**src/hdl/lmt_pkg.sv**
```systemverilog
// Shared types, request and status codes for the VLAN MAC learning table.
package lmt_pkg;

  localparam int DEF_TABLE_ENTRIES = 64;

  localparam int MAC_W  = 48;
  localparam int VLAN_W = 12;
  localparam int PORT_W = 8;
  localparam int REQ_W  = 3;
  localparam int STAT_W = 2;

  // Request codes
  localparam logic [REQ_W-1:0] REQ_LEARN           = 3'd0;
  localparam logic [REQ_W-1:0] REQ_LOOKUP_VLAN     = 3'd1;
  localparam logic [REQ_W-1:0] REQ_LOOKUP_UNTAGGED = 3'd2;
  localparam logic [REQ_W-1:0] REQ_FLUSH           = 3'd3;
  localparam logic [REQ_W-1:0] REQ_ITER_RESET      = 3'd4;
  localparam logic [REQ_W-1:0] REQ_ITER_NEXT       = 3'd5;

  // Status codes
  localparam logic [STAT_W-1:0] ST_OK   = 2'd0;
  localparam logic [STAT_W-1:0] ST_DUP  = 2'd1;
  localparam logic [STAT_W-1:0] ST_MISS = 2'd2;

  // How a stored entry is compared against the search key
  typedef enum logic [1:0] {
    MATCH_MAC_VLAN,
    MATCH_MAC_UNTAGGED,
    MATCH_VLAN
  } match_mode_t;

  // One table entry as held in memory
  typedef struct packed {
    logic [MAC_W-1:0]  mac;
    logic [VLAN_W-1:0] vlan;
    logic [PORT_W-1:0] port;
    logic              untagged;
  } entry_t;

  // Search key handed to the comparator
  typedef struct packed {
    match_mode_t       mode;
    logic [MAC_W-1:0]  mac;
    logic [VLAN_W-1:0] vlan;
  } key_t;

endpackage

```
**src/hdl/lmt_ram.sv**
```systemverilog
// Entry memory: one write port, one synchronous read port.
module lmt_ram #(
  parameter int DEPTH = lmt_pkg::DEF_TABLE_ENTRIES,
  parameter int AW    = $clog2(lmt_pkg::DEF_TABLE_ENTRIES)
) (
  input  logic            clk,
  input  logic            we,
  input  logic [AW-1:0]   waddr,
  input  lmt_pkg::entry_t wdata,
  input  logic [AW-1:0]   raddr,
  output lmt_pkg::entry_t rdata
);

  lmt_pkg::entry_t mem [DEPTH];

  // Write the new entry, read one entry a cycle
  always_ff @(posedge clk) begin
    if (we) begin
      mem[waddr] <= wdata;
    end
    rdata <= mem[raddr];
  end

endmodule

```
**src/hdl/lmt_match.sv**
```systemverilog
// Entry comparator: checks one read-back entry against the search key.
module lmt_match (
  input  lmt_pkg::key_t   key,
  input  lmt_pkg::entry_t entry,
  output logic            hit
);

  logic mac_eq;
  logic vlan_eq;

  assign mac_eq  = (entry.mac == key.mac);
  assign vlan_eq = (entry.vlan == key.vlan);

  // Select the comparison for the request kind
  always_comb begin
    case (key.mode)
      lmt_pkg::MATCH_MAC_VLAN:     hit = mac_eq && vlan_eq;
      lmt_pkg::MATCH_MAC_UNTAGGED: hit = mac_eq && entry.untagged;
      lmt_pkg::MATCH_VLAN:         hit = vlan_eq;
      default:                     hit = 1'b0;
    endcase
  end

endmodule

```
**src/hdl/vlan_mac_learning_table.sv**
```systemverilog
// Top level of the VLAN-aware MAC learning table with scan controller.
//
// Usage: present a request on req_type, mac_address, vlan_id, egress_port
// and tagged_req and raise start; the item is taken at a clock edge where
// start is high and busy is low. Exactly one result per item appears on
// status, found_port and evicted for one cycle, marked by done. The
// receiver cannot stall, so done is never held.
// Entries sit in a ring in one synchronous memory. Learn and both lookups
// scan from newest to oldest, and iterator next from the iterator's age
// to oldest, one entry per cycle through the memory read port; each stops
// at the first match. Flush, iterator reset and unknown codes give done in
// the cycle after accept. busy is low while done is shown, so a new item
// may be taken then. Reset clears the fill count, newest pointer and
// iterator; the fill count marks which entries are live, so no clearing
// pass runs and the block accepts items in the first cycle after reset.
module vlan_mac_learning_table #(
  parameter int TABLE_ENTRIES = lmt_pkg::DEF_TABLE_ENTRIES
) (
  input  logic                         clk,
  input  logic                         rst,
  input  logic                         start,
  output logic                         busy,
  input  logic [lmt_pkg::REQ_W-1:0]    req_type,
  input  logic [lmt_pkg::MAC_W-1:0]    mac_address,
  input  logic [lmt_pkg::VLAN_W-1:0]   vlan_id,
  input  logic [lmt_pkg::PORT_W-1:0]   egress_port,
  input  logic                         tagged_req,
  output logic                         done,
  output logic [lmt_pkg::STAT_W-1:0]   status,
  output logic [lmt_pkg::PORT_W-1:0]   found_port,
  output logic                         evicted
);

  localparam int AW = $clog2(TABLE_ENTRIES);
  localparam int CW = $clog2(TABLE_ENTRIES + 1);
  localparam int DW = CW + 1;
  localparam logic [AW-1:0] LAST_SLOT  = AW'(TABLE_ENTRIES - 1);
  localparam logic [CW-1:0] FULL_COUNT = CW'(TABLE_ENTRIES);

  typedef enum logic {
    S_IDLE,
    S_SCAN
  } state_t;

  state_t                      state;
  logic [lmt_pkg::REQ_W-1:0]   req_q;
  lmt_pkg::key_t               key_q;
  logic [lmt_pkg::PORT_W-1:0]  port_q;
  logic                        tagged_q;
  logic [AW-1:0]               newest;
  logic [CW-1:0]               count;
  logic [CW-1:0]               iter;
  logic [AW-1:0]               scan_slot;
  logic [CW-1:0]               scan_age;
  logic                        data_vld;
  logic [CW-1:0]               data_age;

  lmt_pkg::entry_t             rdata;
  lmt_pkg::entry_t             wdata;
  lmt_pkg::match_mode_t        mode_in;
  logic                        hit;
  logic                        accept;
  logic                        issue_vld;
  logic                        scan_hit;
  logic                        scan_miss;
  logic                        learn_commit;
  logic                        count_full;
  logic [AW-1:0]               newest_inc;
  logic [AW-1:0]               slot_dec;
  logic [CW-1:0]               count_learn;
  logic [DW-1:0]               iter_inc;
  logic [CW-1:0]               iter_learn;
  logic [DW-1:0]               newest_ext;
  logic [DW-1:0]               iter_ext;
  logic [DW-1:0]               iter_diff;
  logic [AW-1:0]               iter_slot;

  // Handshake and scan progress
  assign busy      = (state == S_SCAN);
  assign accept    = start && !busy;
  assign issue_vld = (scan_age < count);
  assign scan_hit  = data_vld && hit;
  assign scan_miss = !scan_hit && !issue_vld;
  assign learn_commit = (state == S_SCAN) && (req_q == lmt_pkg::REQ_LEARN) && scan_miss;

  // Ring pointer steps
  assign newest_inc = (newest == LAST_SLOT) ? '0 : newest + 1'b1;
  assign slot_dec   = (scan_slot == '0) ? LAST_SLOT : scan_slot - 1'b1;

  // Fill count and iterator after a learn: everything ages by one
  assign count_full  = (count == FULL_COUNT);
  assign count_learn = count_full ? count : count + 1'b1;
  assign iter_inc    = {1'b0, iter} + 1'b1;
  assign iter_learn  = (iter_inc > {1'b0, count_learn}) ? count_learn : iter_inc[CW-1:0];

  // Slot of the entry at the iterator's age
  assign newest_ext = DW'(newest);
  assign iter_ext   = {1'b0, iter};
  assign iter_diff  = (newest_ext >= iter_ext) ? newest_ext - iter_ext
                                               : newest_ext + DW'(TABLE_ENTRIES) - iter_ext;
  assign iter_slot  = iter_diff[AW-1:0];

  // Comparison kind for the incoming request
  always_comb begin
    case (req_type)
      lmt_pkg::REQ_LOOKUP_UNTAGGED: mode_in = lmt_pkg::MATCH_MAC_UNTAGGED;
      lmt_pkg::REQ_ITER_NEXT:       mode_in = lmt_pkg::MATCH_VLAN;
      default:                      mode_in = lmt_pkg::MATCH_MAC_VLAN;
    endcase
  end

  // New entry for a learn
  always_comb begin
    wdata.mac      = key_q.mac;
    wdata.vlan     = key_q.vlan;
    wdata.port     = port_q;
    wdata.untagged = !tagged_q;
  end

  lmt_ram #(
    .DEPTH (TABLE_ENTRIES),
    .AW    (AW)
  ) u_ram (
    .clk   (clk),
    .we    (learn_commit),
    .waddr (newest_inc),
    .wdata (wdata),
    .raddr (scan_slot),
    .rdata (rdata)
  );

  lmt_match u_match (
    .key   (key_q),
    .entry (rdata),
    .hit   (hit)
  );

  // Controller: state, table bookkeeping and registered result
  always_ff @(posedge clk) begin
    if (rst) begin
      state    <= S_IDLE;
      done     <= 1'b0;
      newest   <= '0;
      count    <= '0;
      iter     <= '0;
      data_vld <= 1'b0;
    end else begin
      done <= 1'b0;
      case (state)
        S_IDLE: begin
          if (accept) begin
            req_q      <= req_type;
            key_q.mode <= mode_in;
            key_q.mac  <= mac_address;
            key_q.vlan <= vlan_id;
            port_q     <= egress_port;
            tagged_q   <= tagged_req;
            data_vld   <= 1'b0;
            found_port <= '0;
            evicted    <= 1'b0;
            case (req_type)
              lmt_pkg::REQ_LEARN, lmt_pkg::REQ_LOOKUP_VLAN,
              lmt_pkg::REQ_LOOKUP_UNTAGGED: begin
                scan_slot <= newest;
                scan_age  <= '0;
                state     <= S_SCAN;
              end
              lmt_pkg::REQ_ITER_NEXT: begin
                scan_slot <= iter_slot;
                scan_age  <= iter;
                state     <= S_SCAN;
              end
              lmt_pkg::REQ_FLUSH: begin
                count  <= '0;
                newest <= '0;
                iter   <= '0;
                done   <= 1'b1;
                status <= lmt_pkg::ST_OK;
              end
              lmt_pkg::REQ_ITER_RESET: begin
                iter   <= '0;
                done   <= 1'b1;
                status <= lmt_pkg::ST_OK;
              end
              default: begin
                done   <= 1'b1;
                status <= lmt_pkg::ST_MISS;
              end
            endcase
          end
        end
        S_SCAN: begin
          // Advance the read pointer towards older entries
          data_vld <= issue_vld;
          data_age <= scan_age;
          if (issue_vld) begin
            scan_slot <= slot_dec;
            scan_age  <= scan_age + 1'b1;
          end
          // Finish on first match or when nothing is left to read
          if (scan_hit || scan_miss) begin
            state      <= S_IDLE;
            done       <= 1'b1;
            found_port <= '0;
            evicted    <= 1'b0;
            case (req_q)
              lmt_pkg::REQ_LEARN: begin
                if (scan_hit) begin
                  status <= lmt_pkg::ST_DUP;
                end else begin
                  status  <= lmt_pkg::ST_OK;
                  newest  <= newest_inc;
                  count   <= count_learn;
                  iter    <= iter_learn;
                  evicted <= count_full;
                end
              end
              lmt_pkg::REQ_ITER_NEXT: begin
                if (scan_hit) begin
                  status     <= lmt_pkg::ST_OK;
                  found_port <= rdata.port;
                  iter       <= data_age + 1'b1;
                end else begin
                  status <= lmt_pkg::ST_MISS;
                  iter   <= count;
                end
              end
              default: begin
                if (scan_hit) begin
                  status     <= lmt_pkg::ST_OK;
                  found_port <= rdata.port;
                end else begin
                  status <= lmt_pkg::ST_MISS;
                end
              end
            endcase
          end
        end
        default: begin
          state <= S_IDLE;
        end
      endcase
    end
  end

  // Fill count never passes the table size
  a_count_bound: assert property (@(posedge clk) disable iff (rst)
    count <= FULL_COUNT)
    else $error("fill count beyond table size");

  // Iterator never stands past the live entries
  a_iter_bound: assert property (@(posedge clk) disable iff (rst)
    iter <= count)
    else $error("iterator beyond fill count");

  // A stored entry is always followed by a successful learn result
  a_commit_done: assert property (@(posedge clk) disable iff (rst)
    learn_commit |=> done && (status == lmt_pkg::ST_OK))
    else $error("entry written without learn result");

  // Flush answers at once and empties the table
  a_flush: assert property (@(posedge clk) disable iff (rst)
    accept && (req_type == lmt_pkg::REQ_FLUSH) |=> done && (count == '0) && !busy)
    else $error("flush did not complete in one cycle");

  // A match is only ever taken from a live entry
  a_hit_live: assert property (@(posedge clk) disable iff (rst)
    (state == S_SCAN) && scan_hit |-> data_age < count)
    else $error("match on an entry outside the fill count");

endmodule
```
**config.mk**
```make
export PLATFORM = sky130hd
export DESIGN_NAME = vlan_mac_learning_table
export DESIGN_NICKNAME = d
export VERILOG_FILES = /design/src/hdl/lmt_pkg.sv /design/src/hdl/lmt_ram.sv /design/src/hdl/lmt_match.sv /design/src/hdl/vlan_mac_learning_table.sv
export SDC_FILE = /design/constraint.sdc
export NUM_CORES = 2
export LEC_CHECK = 0
export BUFFER_PORTS_ARGS = -buffer_cell sky130_fd_sc_hd__buf_4
export CAP_MARGIN = 20
export CORE_UTILIZATION = 30
export CTS_CLUSTER_SIZE = 16
export DETAILED_ROUTE_END_ITERATION = 10
export GPL_ROUTABILITY_DRIVEN = 1
export PLACE_DENSITY = 0.53
export RECOVER_POWER = 100
export SYNTH_ARGS = -nofsm -noshare
export SYNTH_HDL_FRONTEND = slang
export SYNTH_HIERARCHICAL = 1
export SYNTH_MEMORY_MAX_BITS = 65536
export SYNTH_SLANG_ARGS = --single-unit
export TNS_END_PERCENT = 50
```
**constraint.sdc**
```tcl
create_clock -name clk -period 19.6 [get_ports clk]
set_clock_uncertainty 0.2 [all_clocks]
set_input_delay 5.88 -clock clk [delete_from_list [all_inputs] [get_ports clk]]
set_output_delay 5.88 -clock clk [all_outputs]
set_load 0.03 [all_outputs]
```
==> metrics.yaml <==
ir_drop_v: 0.00007748
total_leakage_power_nw: 59.95
cts_hold_buf: 0
synth_top_family_by_area: "multiplexers"
hold_viol_final: 0
min_path_type: "reg -> reg"
dieWidth_microns: 764.5
yosys.area.top_type: "edfxtp_1"
tightest_slew_ps: 7412
period_share: 0.6664
cts_max_level: 5
failed_checks: "max-capacitance violations, max-slew violations"
wl_met3_mm: 40.33
drt_iter0_markers: 10430
maxSlewViolCount: 9065
syn-instance-count: 7563
crit_fanout: 65
synth_seq_area_share: 0.7890
wirelength_met1_mm: 213.1
rsz0062_at_grt: "no"
synth-compound-area-share: 0.03089
hpwl_mm: 288.4
power_mw: 20.49
startpoint_type: "flop"
place_congestion: 0.7948
powerDensity_mw_per_mm2: 102.7
setup_viol: 0
fmaxAchievable_mhz: 76.56
whs_ps: 287.9
cts_resized: 0
synthXorXnorAreaFrac: 0.004570
maxSlewHeadroom: -3.942
synthTopCellsByArea: "edfxtp_1, mux4_2, a22oi_1"
dpl_cell_area_sq_mm: 0.1859
worst-setup-path-type: "reg -> reg"
drc: 0
grt_pass1_vias: 86280
cts_tree: "done"
cts-buffers-inserted: 463
worstSkewPairLatency_ps: 1040
die_h_microns: 764.5
layout-drive-gt1-share: 0.2290
coreArea_sq_mm: 0.5781
status: "finished, violations left"
first_pass_iters: 5
synth_enable_flop_cells: 4521
ant_nets: 0
async_flop_share: 0
routed_wl_mm: 513.4
antenna_found_initial: 38
synth.distinct_cells: 71
final_common_cell: "edfxtp_1"
grt-ovfl-total: 0
grt_first_pass_wirelength_mm: 707.5
synth_ff_type: "edfxtp_1"
io_pins: 88
period_needed_ps: 13060
postCtsSetupBuffers: 0
top_layer_used: "met5"
clock_sinks: 4613
yosys_warnings: 6
fin_area_sq_mm: 0.1994
cp.required_ps: 19930
via_per_inst: 5.264
numPortBuffers: 87
syn_nets: 7665
syn_avg_cell_area_sq_um: 23.06
rows: 279
end_kind: "flop"
ctsRootBufferMaster: "clkbuf_16"
grt_usage: 0.1715
nets: 8124
maxCapViolCount: 236
syn_to_final_growth_pct: 14.35
syn_area_sq_mm: 0.1744
clkTransAtPathRegs_ps: 60
cp_data_arrival_time_ps: 13390
num_vias: 85050
grt_max_degree: 111
final_cell_mix: "edfxtp_1, mux4_2, clkbuf_16"
synth_top_area_frac: 0.7784
dieArea_sq_mm: 0.5844
yosys.area_share.simple: 0.01283
clockBufferDepth: 4
start_util: 0.3017
finalSetupTns_ps: 0
synthAdderAreaFrac: 0.001980
synth_mux_area_frac: 0.1487
routedWlPerCell_microns: 31.77
route.met2.wl_mm: 247.5
synth_seq_cells: 4613
-- worst max-delay path: stages (launching register included) --
cell	delay, ps
edfxtp_1	320
clkbuf_1	1870
xnor2_1	630
nand4_1	280
nor4_1	140
a31oi_1	310
clkbuf_1	500
a21oi_1	280
nand2_1	400
nand3_1	210
nor2_1	120
clkbuf_1	690
nor2b_1	350
nand2_1	260
nor2_1	360
clkbuf_1	2960
clkbuf_1	2490
-- synth_stat cells (all sizes together) (3+ instances only) --
cell type     n
nand3b        6
xor2         15
dfxtp        92
a211oi       76
nand4        17
and3          9
nand2b        9
inv          27
nor4          5
nand3       167
mux2i       103
or3           8
ha           26
o21a          6
nor3b         3
nand2        48
and2         15
nor3         20
o211ai        3
nor2b         8
or2           3
mux4       1104
nor2        126
o221ai       71
a21oi        53
edfxtp     4521
o31ai         3
xnor2        76
o211a        69
or3b          5
o22ai       111
a22oi       278
o21ai        15
buf         283
a221o         6
mux2          3
clkbuf      143
-- worst paths after layout --
check                                from                to  slack, ps  cells after the start
worst min-delay path             data_vld          data_vld        290                      2
worst max register to register  key_q[13]  u_ram/mem[2][56]       6540                     16
worst max-delay path            key_q[13]  u_ram/mem[2][56]       6540                     16
worst min register to register   data_vld          data_vld        290                      2
-- through the flow --
stage | instances | setup slack, ps | util
floorplan | 7563 | 11170 | -
global placement | 15270 | 11160 | 0.3214
detailed placement | 15280 | 11100 | 0.3216
CTS | 16140 | 11660 | 0.3477
global route | 16150 | 5856 | 0.3450
finish | 16160 | 6538 | 0.3450
-- where the power goes --
group	internal [mW]	switching (mW)
clock network	5.02	3.80
registers	10.8	0.0173
logic	0.272	0.538
total	16.1	4.35
-- state kept, by name (all words and copies together), names as in the netlist, 3 cells and up --
register,cells
count,7
data_age,7
found_port,8
iter,7
key_q,62
newest,6
port_q,8
req_q,3
scan_age,7
scan_slot,6
u_ram/mem,4416
u_ram/rdata,69
-- final cells by class --
type,instances,area [sq um]
clock buffer,604,12420
sequential,4613,137600
clock inverter,259,2655
multi-input combinational,2495,34850
inverter,29,108.9
tap,7727,9668
fill,53590,378700
antenna,10,25.02
timing repair buffer,420,2097
-- kinds of logic after synthesis --
logic type      Yosys count
fa+ha+maj                27
xor+xnor                 91
flops                  4613
buf+inv                 455
simple gates            454
mux                    1210
compound gates          713
-- metal layers --
metal,up-vias,track usage
li1,33500,-
met1,47170,0.2395
met2,3686,0.2827
met3,682,0.02847
met4,18,0.03758
met5,-,0
Power figures use the tool's default switching activity.
